**config.mk**
```make
export PLATFORM = sky130hd
export DESIGN_NAME = frame_timed_three_axis_step_generator_flat
export DESIGN_NICKNAME = d
export VERILOG_FILES = /design/src/design/ftsg_pkg.sv /design/src/design/ftsg_if.sv /design/src/design/ftsg_div.sv /design/src/design/ftsg_lane.sv /design/src/design/frame_timed_three_axis_step_generator.sv /design/src/flat_wrapper.sv
export SDC_FILE = /design/constraint.sdc
export NUM_CORES = 1
export LEC_CHECK = 0
export CAP_MARGIN = 20
export CORE_MARGIN = 4
export CORE_UTILIZATION = 40
export CTS_CLUSTER_SIZE = 30
export DETAILED_ROUTE_END_ITERATION = 16
export DONT_BUFFER_PORTS = 1
export MAX_ROUTING_LAYER = met4
export SYNTH_ARGS = -nofsm -noshare
export SYNTH_HDL_FRONTEND = slang
export SYNTH_HIERARCHICAL = 1
export SYNTH_SLANG_ARGS = --single-unit
export TNS_END_PERCENT = 10
```
**constraint.sdc**
```tcl
create_clock -name clk -period 9.1 [get_ports clk]
set_input_delay 1.82 -clock clk [delete_from_list [all_inputs] [get_ports clk]]
set_output_delay 1.82 -clock clk [all_outputs]
set_load 0.01 [all_outputs]
```
**src/design/ftsg_pkg.sv**
```systemverilog
package ftsg_pkg;

	localparam int TIME_BITS_DEF     = 32;
	localparam int STEP_W            = 16;
	localparam int LIMIT_W           = 15;
	localparam int MASK_W            = 3;
	// divisor is a clamped magnitude times two or four
	localparam int DIV_W             = LIMIT_W + 2;
	localparam int SHIFT_XY          = 1;
	localparam int SHIFT_Z           = 2;
	localparam logic [LIMIT_W-1:0] SPEED_LIMIT_RST = LIMIT_W'(2000);

	// request kinds carried in req_type
	localparam logic REQ_MOVE = 1'b0;
	localparam logic REQ_TICK = 1'b1;

	// requests from the sequencer to one axis lane
	typedef struct packed {
		logic start;
		logic tick;
		logic stop;
	} lane_ctl_t;

	// what one axis lane reports back
	typedef struct packed {
		logic busy;
		logic running;
		logic pin;
	} lane_sts_t;

	// magnitude of a 16-bit two's complement step count
	function automatic logic [STEP_W-1:0] magnitude16(input logic [STEP_W-1:0] raw);
		logic [STEP_W-1:0] neg;
		neg = ~raw + STEP_W'(1);
		return raw[STEP_W-1] ? neg : raw;
	endfunction

endpackage

```
**src/design/ftsg_if.sv**
```systemverilog
interface ftsg_req_if;
	logic                          valid;
	logic                          ready;
	logic                          req_type;
	logic [ftsg_pkg::STEP_W-1:0]   steps_x;
	logic [ftsg_pkg::STEP_W-1:0]   steps_y;
	logic [ftsg_pkg::STEP_W-1:0]   steps_z;

	modport source (output valid, req_type, steps_x, steps_y, steps_z, input ready);
	modport sink (input valid, req_type, steps_x, steps_y, steps_z, output ready);
endinterface

interface ftsg_rsp_if;
	logic                          valid;
	logic                          ready;
	logic                          step_x;
	logic                          step_y;
	logic                          step_z;
	logic                          dir_x;
	logic                          dir_y;
	logic                          dir_z;
	logic [ftsg_pkg::MASK_W-1:0]   running_mask;

	modport source (output valid, step_x, step_y, step_z, dir_x, dir_y, dir_z,
		running_mask, input ready);
	modport sink (input valid, step_x, step_y, step_z, dir_x, dir_y, dir_z,
		running_mask, output ready);
endinterface

interface ftsg_cfg_if;
	logic                          valid;
	logic                          ready;
	logic [ftsg_pkg::LIMIT_W-1:0]  speed_limit;

	modport source (output valid, speed_limit, input ready);
	modport sink (input valid, speed_limit, output ready);
endinterface

```
**src/design/ftsg_div.sv**
```systemverilog
module ftsg_div #(
	parameter int TIME_BITS = ftsg_pkg::TIME_BITS_DEF,
	parameter int DIV_W     = ftsg_pkg::DIV_W
) (
	input  logic                 clk,
	input  logic                 arst_n,
	input  logic                 start,
	input  logic [TIME_BITS-1:0] dividend,
	input  logic [DIV_W-1:0]     divisor,
	output logic [TIME_BITS-1:0] quotient,
	output logic                 busy,
	output logic                 done
);

	localparam int CNT_W = $clog2(TIME_BITS + 1);

	logic [TIME_BITS-1:0] acc_q;
	logic [DIV_W-1:0]     rem_q;
	logic [DIV_W-1:0]     dsr_q;
	logic [CNT_W-1:0]     cnt_q;
	logic                 busy_q;
	logic                 done_q;

	logic [DIV_W:0]       trial;
	logic [DIV_W:0]       diff;
	logic                 ge;

	// one restoring step per cycle, quotient bits shift in behind the dividend
	assign trial = {rem_q, acc_q[TIME_BITS-1]};
	assign ge    = trial >= {1'b0, dsr_q};
	assign diff  = trial - {1'b0, dsr_q};

	always_ff @(posedge clk or negedge arst_n) begin
		if (!arst_n) begin
			busy_q <= 1'b0;
			done_q <= 1'b0;
			cnt_q  <= '0;
		end else begin
			done_q <= 1'b0;
			if (start) begin
				busy_q <= 1'b1;
				cnt_q  <= CNT_W'(TIME_BITS);
			end else if (busy_q) begin
				cnt_q <= cnt_q - CNT_W'(1);
				if (cnt_q == CNT_W'(1)) begin
					busy_q <= 1'b0;
					done_q <= 1'b1;
				end
			end
		end
	end

	always_ff @(posedge clk) begin
		if (start) begin
			acc_q <= dividend;
			rem_q <= '0;
			dsr_q <= divisor;
		end else if (busy_q) begin
			acc_q <= {acc_q[TIME_BITS-2:0], ge};
			rem_q <= ge ? diff[DIV_W-1:0] : trial[DIV_W-1:0];
		end
	end

	assign quotient = acc_q;
	assign busy     = busy_q;
	assign done     = done_q;

endmodule

```
**src/design/ftsg_lane.sv**
```systemverilog
module ftsg_lane #(
	parameter int TIME_BITS = ftsg_pkg::TIME_BITS_DEF,
	parameter int SHIFT     = ftsg_pkg::SHIFT_XY
) (
	input  logic                           clk,
	input  logic                           arst_n,
	input  ftsg_pkg::lane_ctl_t            ctl,
	input  logic [TIME_BITS-1:0]           frame,
	input  logic [ftsg_pkg::STEP_W-1:0]    mag,
	input  logic [ftsg_pkg::LIMIT_W-1:0]   limit,
	output ftsg_pkg::lane_sts_t            sts
);

	localparam int DW = ftsg_pkg::DIV_W;
	localparam int LW = ftsg_pkg::LIMIT_W;

	logic [LW-1:0]        clamped;
	logic [DW-1:0]        divisor;
	logic                 div_start;
	logic [TIME_BITS-1:0] quo;
	logic                 div_busy;
	logic                 div_done;
	logic [TIME_BITS-1:0] phase_inc;

	logic [TIME_BITS-1:0] period_q;
	logic [TIME_BITS-1:0] phase_q;
	logic                 running_q;
	logic                 pin_q;

	assign clamped   = (mag > {1'b0, limit}) ? limit : mag[LW-1:0];
	assign divisor   = DW'(clamped) << SHIFT;
	assign div_start = ctl.start && (clamped != '0);
	assign phase_inc = phase_q + TIME_BITS'(1);

	ftsg_div #(
		.TIME_BITS (TIME_BITS),
		.DIV_W     (DW)
	) u_div (
		.clk      (clk),
		.arst_n   (arst_n),
		.start    (div_start),
		.dividend (frame),
		.divisor  (divisor),
		.quotient (quo),
		.busy     (div_busy),
		.done     (div_done)
	);

	always_ff @(posedge clk or negedge arst_n) begin
		if (!arst_n) begin
			running_q <= 1'b0;
			pin_q     <= 1'b0;
			phase_q   <= '0;
		end else begin
			if (ctl.start && !div_start) begin
				running_q <= 1'b0;
			end else if (div_done) begin
				running_q <= 1'b1;
				phase_q   <= '0;
			end else if (ctl.tick) begin
				if (ctl.stop) begin
					running_q <= 1'b0;
				end else if (running_q) begin
					if (phase_inc >= period_q) begin
						pin_q   <= ~pin_q;
						phase_q <= '0;
					end else begin
						phase_q <= phase_inc;
					end
				end
			end
		end
	end

	// short frame floors the period at one
	always_ff @(posedge clk) begin
		if (div_done) begin
			period_q <= (quo == '0) ? TIME_BITS'(1) : quo;
		end
	end

	assign sts.busy    = div_busy || div_done;
	assign sts.running = running_q;
	assign sts.pin     = pin_q;

endmodule

```
**src/design/frame_timed_three_axis_step_generator.sv**
```systemverilog
// channel | dir | beat carries                                   | taken when
// req     | in  | req_type, steps_x, steps_y, steps_z             | valid && ready
// rsp     | out | step_x/y/z, dir_x/y/z, running_mask            | valid && ready
// cfg     | in  | speed_limit                                     | valid && ready
//
// a tick beat is applied when taken; its result is held pending, then registered
// a command beat runs three lane dividers side by side, one quotient bit a cycle;
//   its result beat is offered once no lane divider is busy
// reset clears timers, pins, directions and all run flags; speed_limit goes to 2000
// a stalled rsp beat holds; one further req beat is taken while it waits
module frame_timed_three_axis_step_generator #(
	parameter int TIME_BITS = ftsg_pkg::TIME_BITS_DEF
) (
	input  logic      clk,
	input  logic      arst_n,
	ftsg_req_if.sink  req,
	ftsg_rsp_if.source rsp,
	ftsg_cfg_if.sink  cfg
);

	localparam logic [0:0] ST_IDLE = 1'b0;
	localparam logic [0:0] ST_DIV  = 1'b1;

	// sequencer state
	logic [0:0]           state_q;
	logic                 pend_q;

	// frame timing
	logic [TIME_BITS-1:0] elapsed_q;
	logic [TIME_BITS-1:0] frame_q;
	logic [TIME_BITS-1:0] elapsed_nxt;
	logic                 frame_over;

	// direction pins and configuration
	logic                 dir_x_q;
	logic                 dir_y_q;
	logic                 dir_z_q;
	logic [ftsg_pkg::LIMIT_W-1:0] limit_q;

	// output register
	logic                 out_valid_q;
	logic                 step_x_q;
	logic                 step_y_q;
	logic                 step_z_q;
	logic                 odir_x_q;
	logic                 odir_y_q;
	logic                 odir_z_q;
	logic [ftsg_pkg::MASK_W-1:0] mask_q;

	logic                 req_acc;
	logic                 cmd_acc;
	logic                 tick_acc;
	logic                 out_load;
	logic                 lanes_busy;

	logic [ftsg_pkg::STEP_W-1:0] mag_x;
	logic [ftsg_pkg::STEP_W-1:0] mag_y;
	logic [ftsg_pkg::STEP_W-1:0] mag_z;

	ftsg_pkg::lane_ctl_t  ctl;
	ftsg_pkg::lane_sts_t  sts_x;
	ftsg_pkg::lane_sts_t  sts_y;
	ftsg_pkg::lane_sts_t  sts_z;

	// one item at a time; nothing new until the last result is in the output register
	assign req.ready = (state_q == ST_IDLE) && !pend_q;
	assign req_acc   = req.valid && req.ready;
	assign cmd_acc   = req_acc && (req.req_type == ftsg_pkg::REQ_MOVE);
	assign tick_acc  = req_acc && (req.req_type == ftsg_pkg::REQ_TICK);

	assign cfg.ready = 1'b1;

	// elapsed count saturates rather than wrapping
	assign elapsed_nxt = (&elapsed_q) ? elapsed_q : elapsed_q + TIME_BITS'(1);
	// elapsed beyond twice the frame, compared one bit wider
	assign frame_over  = {1'b0, elapsed_nxt} > {frame_q, 1'b0};

	assign mag_x = ftsg_pkg::magnitude16(req.steps_x);
	assign mag_y = ftsg_pkg::magnitude16(req.steps_y);
	assign mag_z = ftsg_pkg::magnitude16(req.steps_z);

	assign ctl.start = cmd_acc;
	assign ctl.tick  = tick_acc;
	assign ctl.stop  = frame_over;

	// the three axis lanes; each divider takes the frame just closed
	ftsg_lane #(.TIME_BITS(TIME_BITS), .SHIFT(ftsg_pkg::SHIFT_XY)) u_lane_x (
		.clk    (clk),
		.arst_n (arst_n),
		.ctl    (ctl),
		.frame  (elapsed_q),
		.mag    (mag_x),
		.limit  (limit_q),
		.sts    (sts_x)
	);

	ftsg_lane #(.TIME_BITS(TIME_BITS), .SHIFT(ftsg_pkg::SHIFT_XY)) u_lane_y (
		.clk    (clk),
		.arst_n (arst_n),
		.ctl    (ctl),
		.frame  (elapsed_q),
		.mag    (mag_y),
		.limit  (limit_q),
		.sts    (sts_y)
	);

	ftsg_lane #(.TIME_BITS(TIME_BITS), .SHIFT(ftsg_pkg::SHIFT_Z)) u_lane_z (
		.clk    (clk),
		.arst_n (arst_n),
		.ctl    (ctl),
		.frame  (elapsed_q),
		.mag    (mag_z),
		.limit  (limit_q),
		.sts    (sts_z)
	);

	assign lanes_busy = sts_x.busy || sts_y.busy || sts_z.busy;

	// merge: pending result moves into the output register once it is free
	assign out_load = pend_q && (!out_valid_q || rsp.ready);

	always_ff @(posedge clk or negedge arst_n) begin
		if (!arst_n) begin
			state_q     <= ST_IDLE;
			pend_q      <= 1'b0;
			elapsed_q   <= '0;
			frame_q     <= '0;
			dir_x_q     <= 1'b0;
			dir_y_q     <= 1'b0;
			dir_z_q     <= 1'b0;
			limit_q     <= ftsg_pkg::SPEED_LIMIT_RST;
			out_valid_q <= 1'b0;
		end else begin
			if (cfg.valid && cfg.ready) begin
				limit_q <= cfg.speed_limit;
			end

			unique case (state_q)
				ST_IDLE: begin
					if (cmd_acc) begin
						state_q   <= ST_DIV;
						frame_q   <= elapsed_q;
						elapsed_q <= '0;
						// direction follows the raw sign, before clamping
						dir_x_q   <= !req.steps_x[ftsg_pkg::STEP_W-1] && (req.steps_x != '0);
						dir_y_q   <= !req.steps_y[ftsg_pkg::STEP_W-1] && (req.steps_y != '0);
						dir_z_q   <= req.steps_z[ftsg_pkg::STEP_W-1];
					end else if (tick_acc) begin
						elapsed_q <= elapsed_nxt;
						pend_q    <= 1'b1;
					end
				end
				ST_DIV: begin
					if (!lanes_busy) begin
						state_q <= ST_IDLE;
						pend_q  <= 1'b1;
					end
				end
				default: begin
					state_q <= ST_IDLE;
				end
			endcase

			if (out_load) begin
				pend_q      <= 1'b0;
				out_valid_q <= 1'b1;
			end else if (rsp.ready) begin
				out_valid_q <= 1'b0;
			end
		end
	end

	always_ff @(posedge clk) begin
		if (out_load) begin
			step_x_q <= sts_x.pin;
			step_y_q <= sts_y.pin;
			step_z_q <= sts_z.pin;
			odir_x_q <= dir_x_q;
			odir_y_q <= dir_y_q;
			odir_z_q <= dir_z_q;
			mask_q   <= {sts_z.running, sts_y.running, sts_x.running};
		end
	end

	assign rsp.valid        = out_valid_q;
	assign rsp.step_x       = step_x_q;
	assign rsp.step_y       = step_y_q;
	assign rsp.step_z       = step_z_q;
	assign rsp.dir_x        = odir_x_q;
	assign rsp.dir_y        = odir_y_q;
	assign rsp.dir_z        = odir_z_q;
	assign rsp.running_mask = mask_q;

	// a pending result never coexists with a running division
	a_pend_not_div: assert property (@(posedge clk) disable iff (!arst_n)
		!(pend_q && (state_q == ST_DIV)))
		else $error("result pending while dividing");

	// a command always leads into the divide phase
	a_cmd_div: assert property (@(posedge clk) disable iff (!arst_n)
		cmd_acc |=> (state_q == ST_DIV))
		else $error("command did not start division");

	// time does not move while the lanes divide
	a_elapsed_hold: assert property (@(posedge clk) disable iff (!arst_n)
		(state_q == ST_DIV) && $past(state_q == ST_DIV) |-> $stable(elapsed_q))
		else $error("elapsed count moved during division");

	// a new output beat only comes from a pending result
	a_load_src: assert property (@(posedge clk) disable iff (!arst_n)
		$rose(out_valid_q) |-> $past(pend_q))
		else $error("output beat without pending result");

endmodule
```
**src/flat_wrapper.sv**
```systemverilog
// flat-port wrapper written by rule: the top's interface ports become plain ports
module frame_timed_three_axis_step_generator_flat 
#(
	parameter int TIME_BITS = ftsg_pkg::TIME_BITS_DEF
)
  (clk, arst_n, req_valid, req_req_type, req_steps_x, req_steps_y, req_steps_z, req_ready, rsp_valid, rsp_step_x, rsp_step_y, rsp_step_z, rsp_dir_x, rsp_dir_y, rsp_dir_z, rsp_running_mask, rsp_ready, cfg_valid, cfg_speed_limit, cfg_ready);
  ftsg_req_if req_i ();
  ftsg_rsp_if rsp_i ();
  ftsg_cfg_if cfg_i ();
  input  logic clk;
  input  logic arst_n;
  input wire logic [$bits(req_i.valid)-1:0] req_valid;
  input wire logic [$bits(req_i.req_type)-1:0] req_req_type;
  input wire logic [$bits(req_i.steps_x)-1:0] req_steps_x;
  input wire logic [$bits(req_i.steps_y)-1:0] req_steps_y;
  input wire logic [$bits(req_i.steps_z)-1:0] req_steps_z;
  output wire logic [$bits(req_i.ready)-1:0] req_ready;
  output wire logic [$bits(rsp_i.valid)-1:0] rsp_valid;
  output wire logic [$bits(rsp_i.step_x)-1:0] rsp_step_x;
  output wire logic [$bits(rsp_i.step_y)-1:0] rsp_step_y;
  output wire logic [$bits(rsp_i.step_z)-1:0] rsp_step_z;
  output wire logic [$bits(rsp_i.dir_x)-1:0] rsp_dir_x;
  output wire logic [$bits(rsp_i.dir_y)-1:0] rsp_dir_y;
  output wire logic [$bits(rsp_i.dir_z)-1:0] rsp_dir_z;
  output wire logic [$bits(rsp_i.running_mask)-1:0] rsp_running_mask;
  input wire logic [$bits(rsp_i.ready)-1:0] rsp_ready;
  input wire logic [$bits(cfg_i.valid)-1:0] cfg_valid;
  input wire logic [$bits(cfg_i.speed_limit)-1:0] cfg_speed_limit;
  output wire logic [$bits(cfg_i.ready)-1:0] cfg_ready;
  assign req_i.valid = req_valid;
  assign req_i.req_type = req_req_type;
  assign req_i.steps_x = req_steps_x;
  assign req_i.steps_y = req_steps_y;
  assign req_i.steps_z = req_steps_z;
  assign req_ready = req_i.ready;
  assign rsp_valid = rsp_i.valid;
  assign rsp_step_x = rsp_i.step_x;
  assign rsp_step_y = rsp_i.step_y;
  assign rsp_step_z = rsp_i.step_z;
  assign rsp_dir_x = rsp_i.dir_x;
  assign rsp_dir_y = rsp_i.dir_y;
  assign rsp_dir_z = rsp_i.dir_z;
  assign rsp_running_mask = rsp_i.running_mask;
  assign rsp_i.ready = rsp_ready;
  assign cfg_i.valid = cfg_valid;
  assign cfg_i.speed_limit = cfg_speed_limit;
  assign cfg_ready = cfg_i.ready;
  frame_timed_three_axis_step_generator #(.TIME_BITS(TIME_BITS)) u_core (.clk(clk), .arst_n(arst_n), .req(req_i), .rsp(rsp_i), .cfg(cfg_i));
endmodule
```
==> results.cfg <==
[die]
die_h_um = 293.9
die-area_um2 = 86350
rows = 104
die_w_um = 293.9
ios = 81
coreArea_um2 = 80810
start_util = 0.4045

[power_and_ir_drop]
peakVddDrop_mv = 0.1619
p_per_area_nw_per_um2 = 280.2
finalPower_uw = 9856
combPwrFrac = 0.349
cellLeakagePower_uw = 0.01444
switchingPower_uw = 3592
pwr-share-clk = 0.248
intPower_uw = 6264
switching_share = 0.3645
sequentialPowerShare = 0.403

[placement]
post-dp-hpwl_um = 56860
port_buffers = 0
post-place-cells = 4228
place_congestion = 0.9186

[global_route]
grt_pass1_wl_um = 130400
grt-ovfl-total = 0
grt_max_degree = 212
grt_pass1_vias = 23420
antenna_found_initial = 0
grt_usage = 0.1912

[worst_setup_path]
critPathMaxStageDelay_ns = 0.80
r2r_slack_ns = 2.77
crit_path_max_fanout = 42
crit_arrival_ns = 6.84
end_kind = flop
cp_cell_sequence = ha_1 > and2_1 > and3_2 > nand4_2 > and3_1 > xor2_1 > ha_1 > nand2_1 > or4_1 > nor3_1 > o41ai_1 > a2bb2oi_1 > nand3b_1 > nand2b_1 > o211ai_1 > buf_4 > nor2_1 > buf_4 > a22o_1
critical_path_required_ns = 9.61
slowest_stage = a2bb2oi_1
path_class = reg2reg
crit_buf_inv = 2
startpoint_type = flop
cp_top_family = simple AND/OR/NAND/NOR gates

[route]
top_layer = met4
drt-pass1-iter-count = 5
wl_per_cell_um = 18.75
remaining_drc_errors = 0
vias = 24230
ant_nets = 0
wirelength_um = 81320
dr_wl_met3_um = 4293
via_per_inst = 5.587
wl_met2_um = 37920
met1_length_um = 37560
first_iter_violations = 1708

[layout]
drive_gt1_frac = 0.1099
final_cell_mix = nand2_1, inv_1, edfxtp_1, ha_1, dfrtp_1
nFillCells = 7707
final_common_cell = nand2_1
final_cells = 4337
nets = 3535
syn_to_final_growth_pct = 7.599

[synthesis]
syn_area_um2 = 32690
yosys.area_share.simple = 0.1672
synth_top_family_by_area = simple AND/OR/NAND/NOR gates
yosysTopAreaCell = edfxtp_1
synthMuxAreaShare = 0.05757
yosysUniqueCellTypes = 114
synthAdderAreaFrac = 0.09218
ys_seq_area_frac = 0.4245
synth_edf_count = 252
yosys_warnings = 6
yosysTopAreaCellShare = 0.2315
synth_area_per_cell_um2 = 9.676
synthFlopType = edfxtp_1
synth-async-reset-ratio = 0.4105
synth_compound_area_frac = 0.1400
yosys-top-cells-area = edfxtp_1, dfrtp_1, ha_1
synth_cells = 3378
ys_ff_latch = 514
synth_xor_xnor_area_share = 0.04980

[clocking]
root_buffer = clkbuf_16
postCtsSetupRepairBufs = 0
hold_buffers = 0
worstSkewPairLatency_ns = 0.62
cts_max_level = 2
numClockSinks = 514
numCtsBuffers = 57
clockBufferDepth = 3
path_clk_slew_ns = 0.06
cts_tree = yes
ctsResizeCount = 0

[min_path]
hold_path.class = reg2reg

[timing]
hold_viol = 0
setup_violations = 0
fmax_mhz = 158.0
fin_crit_sh = 0.6957
slew-limit-headroom = 0.2876
worst_slew_pin_slew_ns = 1.064
finalSetupTns_ns = 0
fin_skew_ns = 0.02532
slew_viol_final = 0
grt_setup_unrepaired = false
fin_crit_ns = 6.331

[outcome]
status = complete, no violations

[flow_run]
cap_violations = 0
## worst paths after layout
| check | start | end | depth (start not counted) |
|---|---|---|---|
| setup / recovery | u_core/elapsed_q[0]$_DFFE_PN0P_ | u_core/u_lane_z/phase_q[9]$_DFFE_PN0P_ | 19 |
| hold / removal | u_core/dir_z_q$_DFFE_PN0P_ | u_core/rsp.dir_z$_DFFE_PP_ | 0 |
| setup reg to reg | u_core/elapsed_q[0]$_DFFE_PN0P_ | u_core/u_lane_z/phase_q[9]$_DFFE_PN0P_ | 19 |
| hold reg to reg | u_core/dir_z_q$_DFFE_PN0P_ | u_core/rsp.dir_z$_DFFE_PP_ | 0 |
| max in group asynchronous | arst_n | u_core/u_lane_y/u_div/done$_DFF_PN0_ | 0 |
| min in group asynchronous | arst_n | u_core/u_lane_y/phase_q[25]$_DFFE_PN0P_ | 0 |
## synth_stat cells (all sizes together), types with 17 or more instances
library cell    n
a311oi         23
mux2          152
a211oi         33
and4           18
a31oi          28
or3            27
nor2          172
a21oi          97
mux2i          17
nand2b         46
and2           20
o22ai          24
o21a           27
buf            86
xor2           63
a21o           35
nand3         118
dfxtp          51
o211ai         34
ha            236
nand2         347
dfrtp         205
edfxtp        252
a32oi          17
nor4           69
or2            18
nand4          68
and3           27
clkbuf        160
o31ai          39
nor3           76
o21ai         162
inv           293
xnor2         122
## cells by family after synthesis
family / after synthesis
mux: 169
simple gates: 1075
buf+inv: 540
flops: 514
fa+ha+maj: 239
compound gates: 652
other cells: 4
xor+xnor: 185
## metal layers
metal  global-route usage  up-vias
met1               0.2577    11680
met2               0.3056      596
met5                    -        -
li1                     -    11860
met4              0.04525        0
met3              0.02891      101
## per-stage QoR
| stage | area [um2] | hold slack, ns | setup WS [ns] | util |
|---|---|---|---|---|
| 2_1_floorplan | 32700 | 0.4248 | 0.6365 | - |
| 3_3_place_gp | 33190 | 0.4264 | 2.301 | 0.4107 |
| 3_5_place_dp | 33190 | 0.4395 | 2.194 | 0.4107 |
| 4_1_cts | 35170 | 0.4535 | 2.828 | 0.4352 |
| 5_1_grt | 35170 | 0.4630 | 2.369 | 0.4352 |
| 6_report | 35170 | 0.4513 | 2.769 | 0.4352 |
## power groups by stage
stage | combinational (uW) | sequential, uW | clock [uW]
after floorplan | 2910 | 3680 | 0
after global placement | 3380 | 4000 | 0
after detailed placement | 3420 | 4010 | 0
after CTS | 3440 | 3970 | 2510
after global routing | 3870 | 4050 | 2600
final | 3440 | 3970 | 2450
## area by class of cell
class / instances / area, um2 / share of cell area
inverter: 294 / 1104 / 0.03138
timing repair buffer: 33 / 247.7 / 0.007044
clock buffer: 78 / 1597 / 0.04540
multi-input combinational: 2327 / 16630 / 0.4729
sequential: 514 / 13880 / 0.3946
tap: 1060 / 1326 / 0.03771
clock inverter: 30 / 382.9 / 0.01089
antenna: 1 / 2.502 / 0.00007115
## worst register-to-register path, cell delays in order, from the launching register on
cell	delay, ns
dfrtp_1	0.58
ha_1	0.31
and2_1	0.19
and3_2	0.40
nand4_2	0.62
and3_1	0.49
xor2_1	0.15
ha_1	0.30
nand2_1	0.04
or4_1	0.47
nor3_1	0.27
o41ai_1	0.12
a2bb2oi_1	0.80
nand3b_1	0.24
nand2b_1	0.07
o211ai_1	0.13
buf_4	0.43
nor2_1	0.15
buf_4	0.23
a22o_1	0.25
Power figures use the tool's default switching activity.
